File: src/hdl/assert_macros.svh
// ----------------------------------------------------------------------------
// Assertion macros
// Concurrent assertion shorthands used by the RTL; empty for synthesis.
// ----------------------------------------------------------------------------
`ifndef ASSERT_MACROS_SVH
`define ASSERT_MACROS_SVH

`ifndef SYNTHESIS

// Implication in the same cycle
`define ASSERT_IMPL(label, clk, rst_n, ante, cons, msg) \
  label: assert property (@(posedge clk) disable iff (!rst_n) (ante) |-> (cons)) \
    else $error(msg);

// Implication in the following cycle
`define ASSERT_NEXT(label, clk, rst_n, ante, cons, msg) \
  label: assert property (@(posedge clk) disable iff (!rst_n) (ante) |=> (cons)) \
    else $error(msg);

`else

`define ASSERT_IMPL(label, clk, rst_n, ante, cons, msg)
`define ASSERT_NEXT(label, clk, rst_n, ante, cons, msg)

`endif

`endif

File: src/hdl/sfcs_pkg.sv
// ----------------------------------------------------------------------------
// SPI flash command sequencer package
// Bus action codes, flash opcodes, slot table and job type.
// ----------------------------------------------------------------------------
package sfcs_pkg;

  // Addressing
  localparam int unsigned ADDRESS_BITS = 24;
  localparam int unsigned PAGE_BYTES   = 256;   // power of two
  localparam int unsigned MEM_BITS     = (ADDRESS_BITS > 24) ? 24 : ADDRESS_BITS;
  localparam int unsigned NA_W         = 25;
  localparam logic [NA_W-1:0] MEM_END   = NA_W'(1) << MEM_BITS;
  localparam logic [NA_W-1:0] PAGE_MASK = NA_W'(PAGE_BYTES - 1);

  // Bus actions
  typedef enum logic [1:0] {
    ACT_SEND     = 2'd0,
    ACT_RECV     = 2'd1,
    ACT_DESELECT = 2'd2,
    ACT_POLL     = 2'd3
  } act_e;

  // Flash opcodes
  localparam logic [7:0] OP_EWSR     = 8'h50;
  localparam logic [7:0] OP_WRSR     = 8'h01;
  localparam logic [7:0] SR_UNLOCKED = 8'h00;
  localparam logic [7:0] OP_WREN     = 8'h06;
  localparam logic [7:0] OP_ERASE    = 8'h60;
  localparam logic [7:0] OP_PROGRAM  = 8'h02;
  localparam logic [7:0] OP_READ     = 8'h03;
  localparam logic [7:0] OP_WRDI     = 8'h04;

  // Where a sent byte comes from
  typedef enum logic [2:0] {
    SRC_CONST = 3'd0,
    SRC_ADDR_HI = 3'd1,
    SRC_ADDR_MID = 3'd2,
    SRC_ADDR_LO = 3'd3,
    SRC_DATA = 3'd4
  } src_e;

  typedef struct packed {
    act_e       action;
    src_e       src;
    logic [7:0] value;
  } slot_t;

  // Slot numbering: fixed emission order of every possible action
  localparam int unsigned SLOTS       = 31;
  localparam int unsigned SLOT_IDX_W  = $clog2(SLOTS);
  localparam int unsigned SL_ABANDON  = 0;   // deselect, poll
  localparam int unsigned SL_WSTART   = 2;   // ten actions
  localparam int unsigned SL_RSTART   = 12;  // four actions
  localparam int unsigned SL_POPEN    = 16;  // six actions
  localparam int unsigned SL_WDATA    = 22;
  localparam int unsigned SL_RECV     = 23;
  localparam int unsigned SL_PAGE_END = 24;  // deselect, poll
  localparam int unsigned SL_WCLOSE   = 26;  // deselect, poll
  localparam int unsigned SL_WDIS     = 28;  // send 04, deselect
  localparam int unsigned SL_RCLOSE   = 30;

  typedef struct packed {
    logic [SLOTS-1:0] mask;
    logic [23:0]      addr;
    logic [7:0]       data;
  } job_t;

  function automatic slot_t slot_info(input logic [SLOT_IDX_W-1:0] idx);
    slot_t s;
    s = '{action: ACT_DESELECT, src: SRC_CONST, value: 8'h00};
    case (idx)
      5'd0:  s = '{ACT_DESELECT, SRC_CONST, 8'h00};
      5'd1:  s = '{ACT_POLL,     SRC_CONST, 8'h00};
      5'd2:  s = '{ACT_SEND,     SRC_CONST, OP_EWSR};
      5'd3:  s = '{ACT_DESELECT, SRC_CONST, 8'h00};
      5'd4:  s = '{ACT_SEND,     SRC_CONST, OP_WRSR};
      5'd5:  s = '{ACT_SEND,     SRC_CONST, SR_UNLOCKED};
      5'd6:  s = '{ACT_DESELECT, SRC_CONST, 8'h00};
      5'd7:  s = '{ACT_SEND,     SRC_CONST, OP_WREN};
      5'd8:  s = '{ACT_DESELECT, SRC_CONST, 8'h00};
      5'd9:  s = '{ACT_SEND,     SRC_CONST, OP_ERASE};
      5'd10: s = '{ACT_DESELECT, SRC_CONST, 8'h00};
      5'd11: s = '{ACT_POLL,     SRC_CONST, 8'h00};
      5'd12: s = '{ACT_SEND,     SRC_CONST, OP_READ};
      5'd13: s = '{ACT_SEND,     SRC_ADDR_HI, 8'h00};
      5'd14: s = '{ACT_SEND,     SRC_ADDR_MID, 8'h00};
      5'd15: s = '{ACT_SEND,     SRC_ADDR_LO, 8'h00};
      5'd16: s = '{ACT_SEND,     SRC_CONST, OP_WREN};
      5'd17: s = '{ACT_DESELECT, SRC_CONST, 8'h00};
      5'd18: s = '{ACT_SEND,     SRC_CONST, OP_PROGRAM};
      5'd19: s = '{ACT_SEND,     SRC_ADDR_HI, 8'h00};
      5'd20: s = '{ACT_SEND,     SRC_ADDR_MID, 8'h00};
      5'd21: s = '{ACT_SEND,     SRC_ADDR_LO, 8'h00};
      5'd22: s = '{ACT_SEND,     SRC_DATA, 8'h00};
      5'd23: s = '{ACT_RECV,     SRC_CONST, 8'h00};
      5'd24: s = '{ACT_DESELECT, SRC_CONST, 8'h00};
      5'd25: s = '{ACT_POLL,     SRC_CONST, 8'h00};
      5'd26: s = '{ACT_DESELECT, SRC_CONST, 8'h00};
      5'd27: s = '{ACT_POLL,     SRC_CONST, 8'h00};
      5'd28: s = '{ACT_SEND,     SRC_CONST, OP_WRDI};
      5'd29: s = '{ACT_DESELECT, SRC_CONST, 8'h00};
      5'd30: s = '{ACT_DESELECT, SRC_CONST, 8'h00};
      default: s = '{ACT_DESELECT, SRC_CONST, 8'h00};
    endcase
    return s;
  endfunction

endpackage

File: src/hdl/spi_flash_command_sequencer_core.sv
// ----------------------------------------------------------------------------
// SPI flash command sequencer core
// Turns host request words into a stream of SPI flash bus actions.
// ----------------------------------------------------------------------------
// Usage
//   Input channel: one word per host data byte (mode, first, address, data,
//   final_req). Output channel: one word per bus action (action, byte_value,
//   run_end); run_end marks the last action caused by an input word.
//   Both channels move a word when valid is high and stall is low.
// Flow
//   The sequencing state (address, request and frame flags) is updated in the
//   cycle a word is taken, and the actions it causes are held as a job mask
//   in a one-word queue. The emitter hands out one action per cycle while the
//   output is not stalled; a word causes 1 to 23 actions, registered from the
//   queue via the emitter mask into the output register. A word causing no
//   action never enters the queue. The one-word queue lets the next word be
//   taken while the emitter is busy; in_stall_o rises only while it is full.
// Reset
//   Clears the request state and empties the queue, emitter and output.
// Stall
//   A stalled output holds its word; the emitter and then the queue fill
//   and in_stall_o holds further input back.
// ----------------------------------------------------------------------------
`include "assert_macros.svh"

module spi_flash_command_sequencer_core
  import sfcs_pkg::*;
(
  input  logic        clk_i,
  input  logic        rst_ni,
  // request channel
  input  logic        in_valid_i,
  output logic        in_stall_o,
  input  logic        mode_i,
  input  logic        first_i,
  input  logic [23:0] address_i,
  input  logic [7:0]  data_i,
  input  logic        final_req_i,
  // action channel
  output logic        out_valid_o,
  input  logic        out_stall_i,
  output logic [1:0]  action_o,
  output logic [7:0]  byte_value_o,
  output logic        run_end_o
);

  // Sequencing state
  logic [NA_W-1:0] na_q, na_d;
  logic            active_q, active_d;
  logic            frame_q, frame_d;
  logic            mode_q, mode_d;

  // Job queue and emitter
  logic             pend_valid_q, pend_valid_d;
  job_t             pend_q, job_new;
  logic [SLOTS-1:0] cur_mask_q, cur_mask_d;
  logic [23:0]      cur_addr_q;
  logic [7:0]       cur_data_q;

  // Output register
  logic       out_valid_q, out_valid_d;
  act_e       out_act_q;
  logic [7:0] out_byte_q;
  logic       out_end_q;

  logic in_take;
  assign in_take    = in_valid_i && !pend_valid_q;
  assign in_stall_o = pend_valid_q;

  // --------------------------------------------------------------------------
  // Work out the actions of the incoming word and the state it leaves
  // --------------------------------------------------------------------------
  logic            start_ok;
  logic            act1, mode1, frame1, frame2;
  logic [NA_W-1:0] na1, na2;
  logic            in_mem, page_end;

  always_comb begin
    job_new      = '0;
    job_new.data = data_i;
    start_ok     = ({1'b0, address_i} < MEM_END);
    act1         = active_q;
    mode1        = mode_q;
    na1          = na_q;
    frame1       = frame_q;

    // New request: abandon any open frame, then start the new one if its address is in memory
    if (first_i) begin
      job_new.mask[SL_ABANDON]     = frame_q;
      job_new.mask[SL_ABANDON + 1] = frame_q && mode_q;
      act1   = start_ok;
      frame1 = start_ok && !mode_i;
      if (start_ok) begin
        mode1 = mode_i;
        na1   = {1'b0, address_i};
        job_new.mask[SL_WSTART +: 10] = {10{mode_i}};
        job_new.mask[SL_RSTART +: 4]  = {4{!mode_i}};
      end
    end

    job_new.addr = na1[23:0];
    in_mem   = act1 && (na1 < MEM_END);
    na2      = in_mem ? (na1 + NA_W'(1)) : na1;
    page_end = ((na2 & PAGE_MASK) == '0) || (na2 >= MEM_END);
    frame2   = frame1;

    if (in_mem) begin
      if (mode1) begin
        job_new.mask[SL_POPEN +: 6]      = {6{!frame1}};
        job_new.mask[SL_WDATA]           = 1'b1;
        job_new.mask[SL_PAGE_END +: 2]   = {2{page_end}};
        frame2 = !page_end;
      end else begin
        job_new.mask[SL_RECV] = 1'b1;
      end
    end

    active_d = act1;
    frame_d  = frame2;
    // Last word closes the request
    if (act1 && final_req_i) begin
      job_new.mask[SL_WCLOSE +: 2] = {2{mode1 && frame2}};
      job_new.mask[SL_WDIS +: 2]   = {2{mode1}};
      job_new.mask[SL_RCLOSE]      = !mode1 && frame2;
      active_d = 1'b0;
      frame_d  = 1'b0;
    end
    mode_d = mode1;
    na_d   = na2;
  end

  // --------------------------------------------------------------------------
  // Emitter: lowest pending slot goes out first
  // --------------------------------------------------------------------------
  logic [SLOT_IDX_W-1:0] sel;
  logic [SLOTS-1:0]      rest;
  logic                  out_free, emit, take_pend;
  slot_t                 sl;
  logic [7:0]            byte_d;

  always_comb begin
    sel = '0;
    for (int i = SLOTS - 1; i >= 0; i--) begin
      if (cur_mask_q[i]) begin
        sel = SLOT_IDX_W'(i);
      end
    end
  end

  assign rest      = cur_mask_q & ~(SLOTS'(1) << sel);
  assign out_free  = !out_valid_q || !out_stall_i;
  assign emit      = out_free && (cur_mask_q != '0);
  assign take_pend = pend_valid_q && ((cur_mask_q == '0) || (emit && (rest == '0)));
  assign sl        = slot_info(sel);

  always_comb begin
    case (sl.src)
      SRC_CONST:    byte_d = sl.value;
      SRC_ADDR_HI:  byte_d = cur_addr_q[23:16];
      SRC_ADDR_MID: byte_d = cur_addr_q[15:8];
      SRC_ADDR_LO:  byte_d = cur_addr_q[7:0];
      SRC_DATA:     byte_d = cur_data_q;
      default:      byte_d = 8'h00;
    endcase
  end

  always_comb begin
    cur_mask_d = emit ? rest : cur_mask_q;
    if (take_pend) begin
      cur_mask_d = pend_q.mask;
    end
    pend_valid_d = pend_valid_q;
    if (take_pend) begin
      pend_valid_d = 1'b0;
    end
    // Words causing no action never enter the queue
    if (in_take && (job_new.mask != '0)) begin
      pend_valid_d = 1'b1;
    end
    out_valid_d = out_free ? emit : out_valid_q;
  end

  // Control registers
  always_ff @(posedge clk_i or negedge rst_ni) begin
    if (!rst_ni) begin
      na_q         <= '0;
      active_q     <= 1'b0;
      frame_q      <= 1'b0;
      mode_q       <= 1'b0;
      pend_valid_q <= 1'b0;
      cur_mask_q   <= '0;
      out_valid_q  <= 1'b0;
    end else begin
      if (in_take) begin
        na_q     <= na_d;
        active_q <= active_d;
        frame_q  <= frame_d;
        mode_q   <= mode_d;
      end
      pend_valid_q <= pend_valid_d;
      cur_mask_q   <= cur_mask_d;
      out_valid_q  <= out_valid_d;
    end
  end

  // Payload registers
  always_ff @(posedge clk_i) begin
    if (in_take) begin
      pend_q <= job_new;
    end
    if (take_pend) begin
      cur_addr_q <= pend_q.addr;
      cur_data_q <= pend_q.data;
    end
    if (emit) begin
      out_act_q  <= sl.action;
      out_byte_q <= (sl.action == ACT_SEND) ? byte_d : 8'h00;
      out_end_q  <= (rest == '0);
    end
  end

  assign out_valid_o  = out_valid_q;
  assign action_o     = out_act_q;
  assign byte_value_o = out_byte_q;
  assign run_end_o    = out_end_q;

  // --------------------------------------------------------------------------
  // Assertions
  // --------------------------------------------------------------------------
  `ASSERT_IMPL(a_frame_in_req, clk_i, rst_ni, frame_q, active_q, "frame open outside request")
  `ASSERT_IMPL(a_addr_bound, clk_i, rst_ni, 1'b1, na_q <= MEM_END, "address past end of memory")
  `ASSERT_IMPL(a_pend_job, clk_i, rst_ni, pend_valid_q, pend_q.mask != '0, "empty job queued")
  `ASSERT_NEXT(a_emit_out, clk_i, rst_ni, emit, out_valid_o, "emitted action lost")

endmodule
File: config.mk
export PLATFORM = sky130hd
export DESIGN_NAME = spi_flash_command_sequencer_core
export DESIGN_NICKNAME = d
export VERILOG_FILES = /design/src/hdl/sfcs_pkg.sv /design/src/hdl/spi_flash_command_sequencer_core.sv
export VERILOG_INCLUDE_DIRS = /design/src /design/src/hdl
export SDC_FILE = /design/constraint.sdc
export NUM_CORES = 1
export LEC_CHECK = 0
export ABC_CLOCK_PERIOD_IN_PS = 6400
export BUFFER_PORTS_ARGS = -buffer_cell sky130_fd_sc_hd__clkbuf_2
export CORE_MARGIN = 2
export CORE_UTILIZATION = 45
export DETAILED_ROUTE_END_ITERATION = 16
export SYNTH_ARGS = -nofsm -noshare
export SYNTH_HDL_FRONTEND = slang
export SYNTH_SLANG_ARGS = --single-unit
File: constraint.sdc
create_clock -name clk_i -period 6.4 [get_ports clk_i]
set_input_delay 1.28 -clock clk_i [delete_from_list [all_inputs] [get_ports clk_i]]
set_output_delay 1.28 -clock clk_i [all_outputs]
set_load 0.03 [all_outputs]
==> flow_summary.ini <==
[grt]
grt_pass1_vias = 5972
grt.total_usage_pct = 26.5
first_pass_grt_wire_length_um = 35100
grt_start_max_net_pins = 62
grt_overflow_total = 0
antenna_found_initial = 0

[timing]
rsz0062_at_grt = false
final.setup.tns_ns = 0
layout_min_cycle_time_ns = 4.93
whs_ns = 0.417
final_max_slew_viol_count = 0
max_freq_mhz = 203
report.final.setup_viol = 0
timing.final.hold_violations = 0
fin_skew_ns = 0.0210
worst_pin_slew_ns = 1.10
worst_slew_margin_rel_pct = 26.5
final_min_period_over_clock_period_pct = 77.0

[final_layout]
n_antenna_cell = 0
layout_overhead_on_the_synthesized_area_pct = 14.6
layout.nets = 800
instances_no_fill = 989
drive_gt1_share_pct = 16.3

[synthesis]
synth.distinct_cells = 73
synth_sequential_area_ratio_pct = 55.4
synthCells = 711
async_reset_ff_share_pct = 41.5
dominantRegCellSynth = sky130_fd_sc_hd__edfxtp_1
post_synth_edffs = 86
post_synth.cell_area_avg_um2 = 10.4
synth_fp_nets = 751
yosys_warnings = 0
synth-seq-cells = 147
netlist_area_mm2 = 0.00742

[routing]
detail-route-antenna-nets = 0
drc = 0
detail_route.wl_per_cell_um = 22.6
drt-vias-per-instance = 6.11
detailedRoute.firstIterationViolations = 623
firstDrtPassIters = 6
final_routed_wirelength_um = 22300
route.vias.total = 6044

[floorplanning]
die_area_mm2 = 0.0175
number_of_core_rows = 46
die_w_um = 132
floorplan.die.height_um = 132
pin_count = 52
core-area_mm2 = 0.0160
floorplan.initialDensity_pct = 46.4

[clock_network]
cts_sinks = 147
clk_latency_ns = 0.43
clk_transition_reported_paths_ns = 0.06
level_count_of_the_clock_h_tree = 4
cts_post_setup_buffers_inserted = 0
tritoncts = built
root_buffer = sky130_fd_sc_hd__clkbuf_16
cts-hold-fix-buffers = 0
max_buffers_root_to_sink = 2
cts_made_buffers = 17
total_of_cells_resized_after_clock_tree_synthesis = 0

[placed_design]
placedCellCount = 957
gp_congestion = 0.965
detailedPlacementHpwl_um = 16500
io_buffer_count = 51

[setup_path]
crit_path_max_fanout = 32
end_kind = flip-flop
startpoint_type = flip-flop
cp_data_required_time_ns = 6.47
timing_worst_setup_path_type = reg2reg
arrival_ns = 5.00

[status]
outcome = complete, no violations

[hold_path]
hold_path_class = reg2reg

[run]
maxCapViolations = 0
-- layout make-up --
class,instances,area (um^2)
flip-flops and latches,147,4110
fillers,1488,7500
multi-input cells,494,3010
inverters,38,143
well taps,216,270
clock inverters,15,204
repair buffers,62,338
clock buffers,17,425
-- sequential cells by signal, summed over array words and instances (netlist names) --
name	cells
cur_mask_q	31
cur_data_q	8
in_stall_o	1
run_end_o	1
frame_q	1
byte_value_o	8
action_o	2
active_q	1
na_q	25
pend_q	43
out_valid_o	1
cur_addr_q	24
mode_q	1
-- cell families (layout without fill, tap and decap cells) --
family	Yosys count	after routing	synth area share, %
compound gates	206	206	17.6
fa+ha+maj	1	1	0.169
simple gates	236	236	16.1
xor+xnor	21	21	2.48
buf+inv	70	132	4.01
flops	147	147	55.4
mux	30	30	4.23
-- worst paths after layout --
path	slack (ns)	depth (start not counted)	start	end
worst max-delay path	1.47	12	cur_mask_q[14]	cur_addr_q[20]
worst min-delay path	0.42	0	pend_q[23]	cur_addr_q[15]
min in group asynchronous	1.04	2	rst_ni	active_q
max in group asynchronous	4.83	2	rst_ni	cur_mask_q[25]
worst max register to register	1.47	12	cur_mask_q[14]	cur_addr_q[20]
worst min register to register	0.42	0	pend_q[23]	cur_addr_q[15]
-- synthesized netlist by cell type (5+ instances only) --
master	n	area, um^2
sky130_fd_sc_hd__dfrtp_1	61	1530
sky130_fd_sc_hd__nand2_1	89	334
sky130_fd_sc_hd__nor2b_1	9	56.3
sky130_fd_sc_hd__or3_1	7	43.8
sky130_fd_sc_hd__nor3_1	19	95.1
sky130_fd_sc_hd__nor4_1	10	62.6
sky130_fd_sc_hd__nor2_1	35	131
sky130_fd_sc_hd__o31ai_1	12	90.1
sky130_fd_sc_hd__mux2_2	11	124
sky130_fd_sc_hd__edfxtp_1	86	2580
sky130_fd_sc_hd__o21ai_0	61	305
sky130_fd_sc_hd__o221ai_1	9	78.8
sky130_fd_sc_hd__a211oi_1	6	45.0
sky130_fd_sc_hd__xnor2_1	16	140
sky130_fd_sc_hd__mux2i_1	19	190
sky130_fd_sc_hd__o21ai_1	27	135
sky130_fd_sc_hd__a21o_1	5	37.5
sky130_fd_sc_hd__and3_1	6	37.5
sky130_fd_sc_hd__or2_2	6	37.5
sky130_fd_sc_hd__a21oi_1	35	175
sky130_fd_sc_hd__xor2_1	5	43.8
sky130_fd_sc_hd__nand2b_1	7	43.8
sky130_fd_sc_hd__o22ai_1	6	37.5
sky130_fd_sc_hd__a31oi_1	6	37.5
sky130_fd_sc_hd__clkbuf_1	22	82.6
sky130_fd_sc_hd__inv_1	37	139
sky130_fd_sc_hd__o211ai_1	6	45.0
sky130_fd_sc_hd__nand3_1	21	105
-- through the flow --
| stage | util, % | worst slack (ns) | area [um^2] |
|---|---|---|---|
| floorplan | - | 1.64 | 7420 |
| global route | 53.1 | 1.20 | 8500 |
| global placement | 49.2 | 1.50 | 7870 |
| CTS | 53.1 | 1.52 | 8500 |
| finish | 53.1 | 1.47 | 8500 |
| detailed placement | 49.2 | 1.55 | 7870 |
-- cell usage in the layout (no fill, tap or decap), types with 8 or more instances in the layout --
| cell type | n |
|---|---|
| sky130_fd_sc_hd__a21oi_1 | 35 |
| sky130_fd_sc_hd__buf_4 | 11 |
| sky130_fd_sc_hd__clkbuf_16 | 17 |
| sky130_fd_sc_hd__clkbuf_2 | 51 |
| sky130_fd_sc_hd__dfrtp_1 | 61 |
| sky130_fd_sc_hd__edfxtp_1 | 86 |
| sky130_fd_sc_hd__inv_1 | 37 |
| sky130_fd_sc_hd__mux2_2 | 11 |
| sky130_fd_sc_hd__mux2i_1 | 19 |
| sky130_fd_sc_hd__nand2_1 | 89 |
| sky130_fd_sc_hd__nand3_1 | 21 |
| sky130_fd_sc_hd__nor2_1 | 35 |
| sky130_fd_sc_hd__nor2b_1 | 8 |
| sky130_fd_sc_hd__nor3_1 | 19 |
| sky130_fd_sc_hd__nor4_1 | 10 |
| sky130_fd_sc_hd__o21ai_0 | 61 |
| sky130_fd_sc_hd__o21ai_1 | 27 |
| sky130_fd_sc_hd__o221ai_1 | 9 |
| sky130_fd_sc_hd__o31ai_1 | 12 |
| sky130_fd_sc_hd__xnor2_1 | 16 |
-- critical path: stages (launching register included) --
cell                      delay [ns]
sky130_fd_sc_hd__dfrtp_1        0.46
sky130_fd_sc_hd__or4_1          0.66
sky130_fd_sc_hd__nor2_1         0.70
sky130_fd_sc_hd__nand2_1        0.37
sky130_fd_sc_hd__nor2_1         0.22
sky130_fd_sc_hd__o21ai_0        0.31
sky130_fd_sc_hd__or3_1          0.41
sky130_fd_sc_hd__o311a_1        0.15
sky130_fd_sc_hd__nor4_1         0.43
sky130_fd_sc_hd__a21oi_2        0.10
sky130_fd_sc_hd__buf_4          0.26
sky130_fd_sc_hd__nor2b_2        0.14
sky130_fd_sc_hd__buf_4          0.36
-- layer usage --
metal	wire (um)	vias up	track usage (%)	part of all wire (%)
met5	0	-	0	0
met4	535	0	9.32	2.4
met3	1390	37	4.46	6.2
met2	10400	269	41.0	46
met1	10100	2991	37.7	45
li1	-	2747	-	-
Power is left out: the tool's default activity adds up to more than one toggle a clock period on the data nets, which glitch-free logic cannot reach.
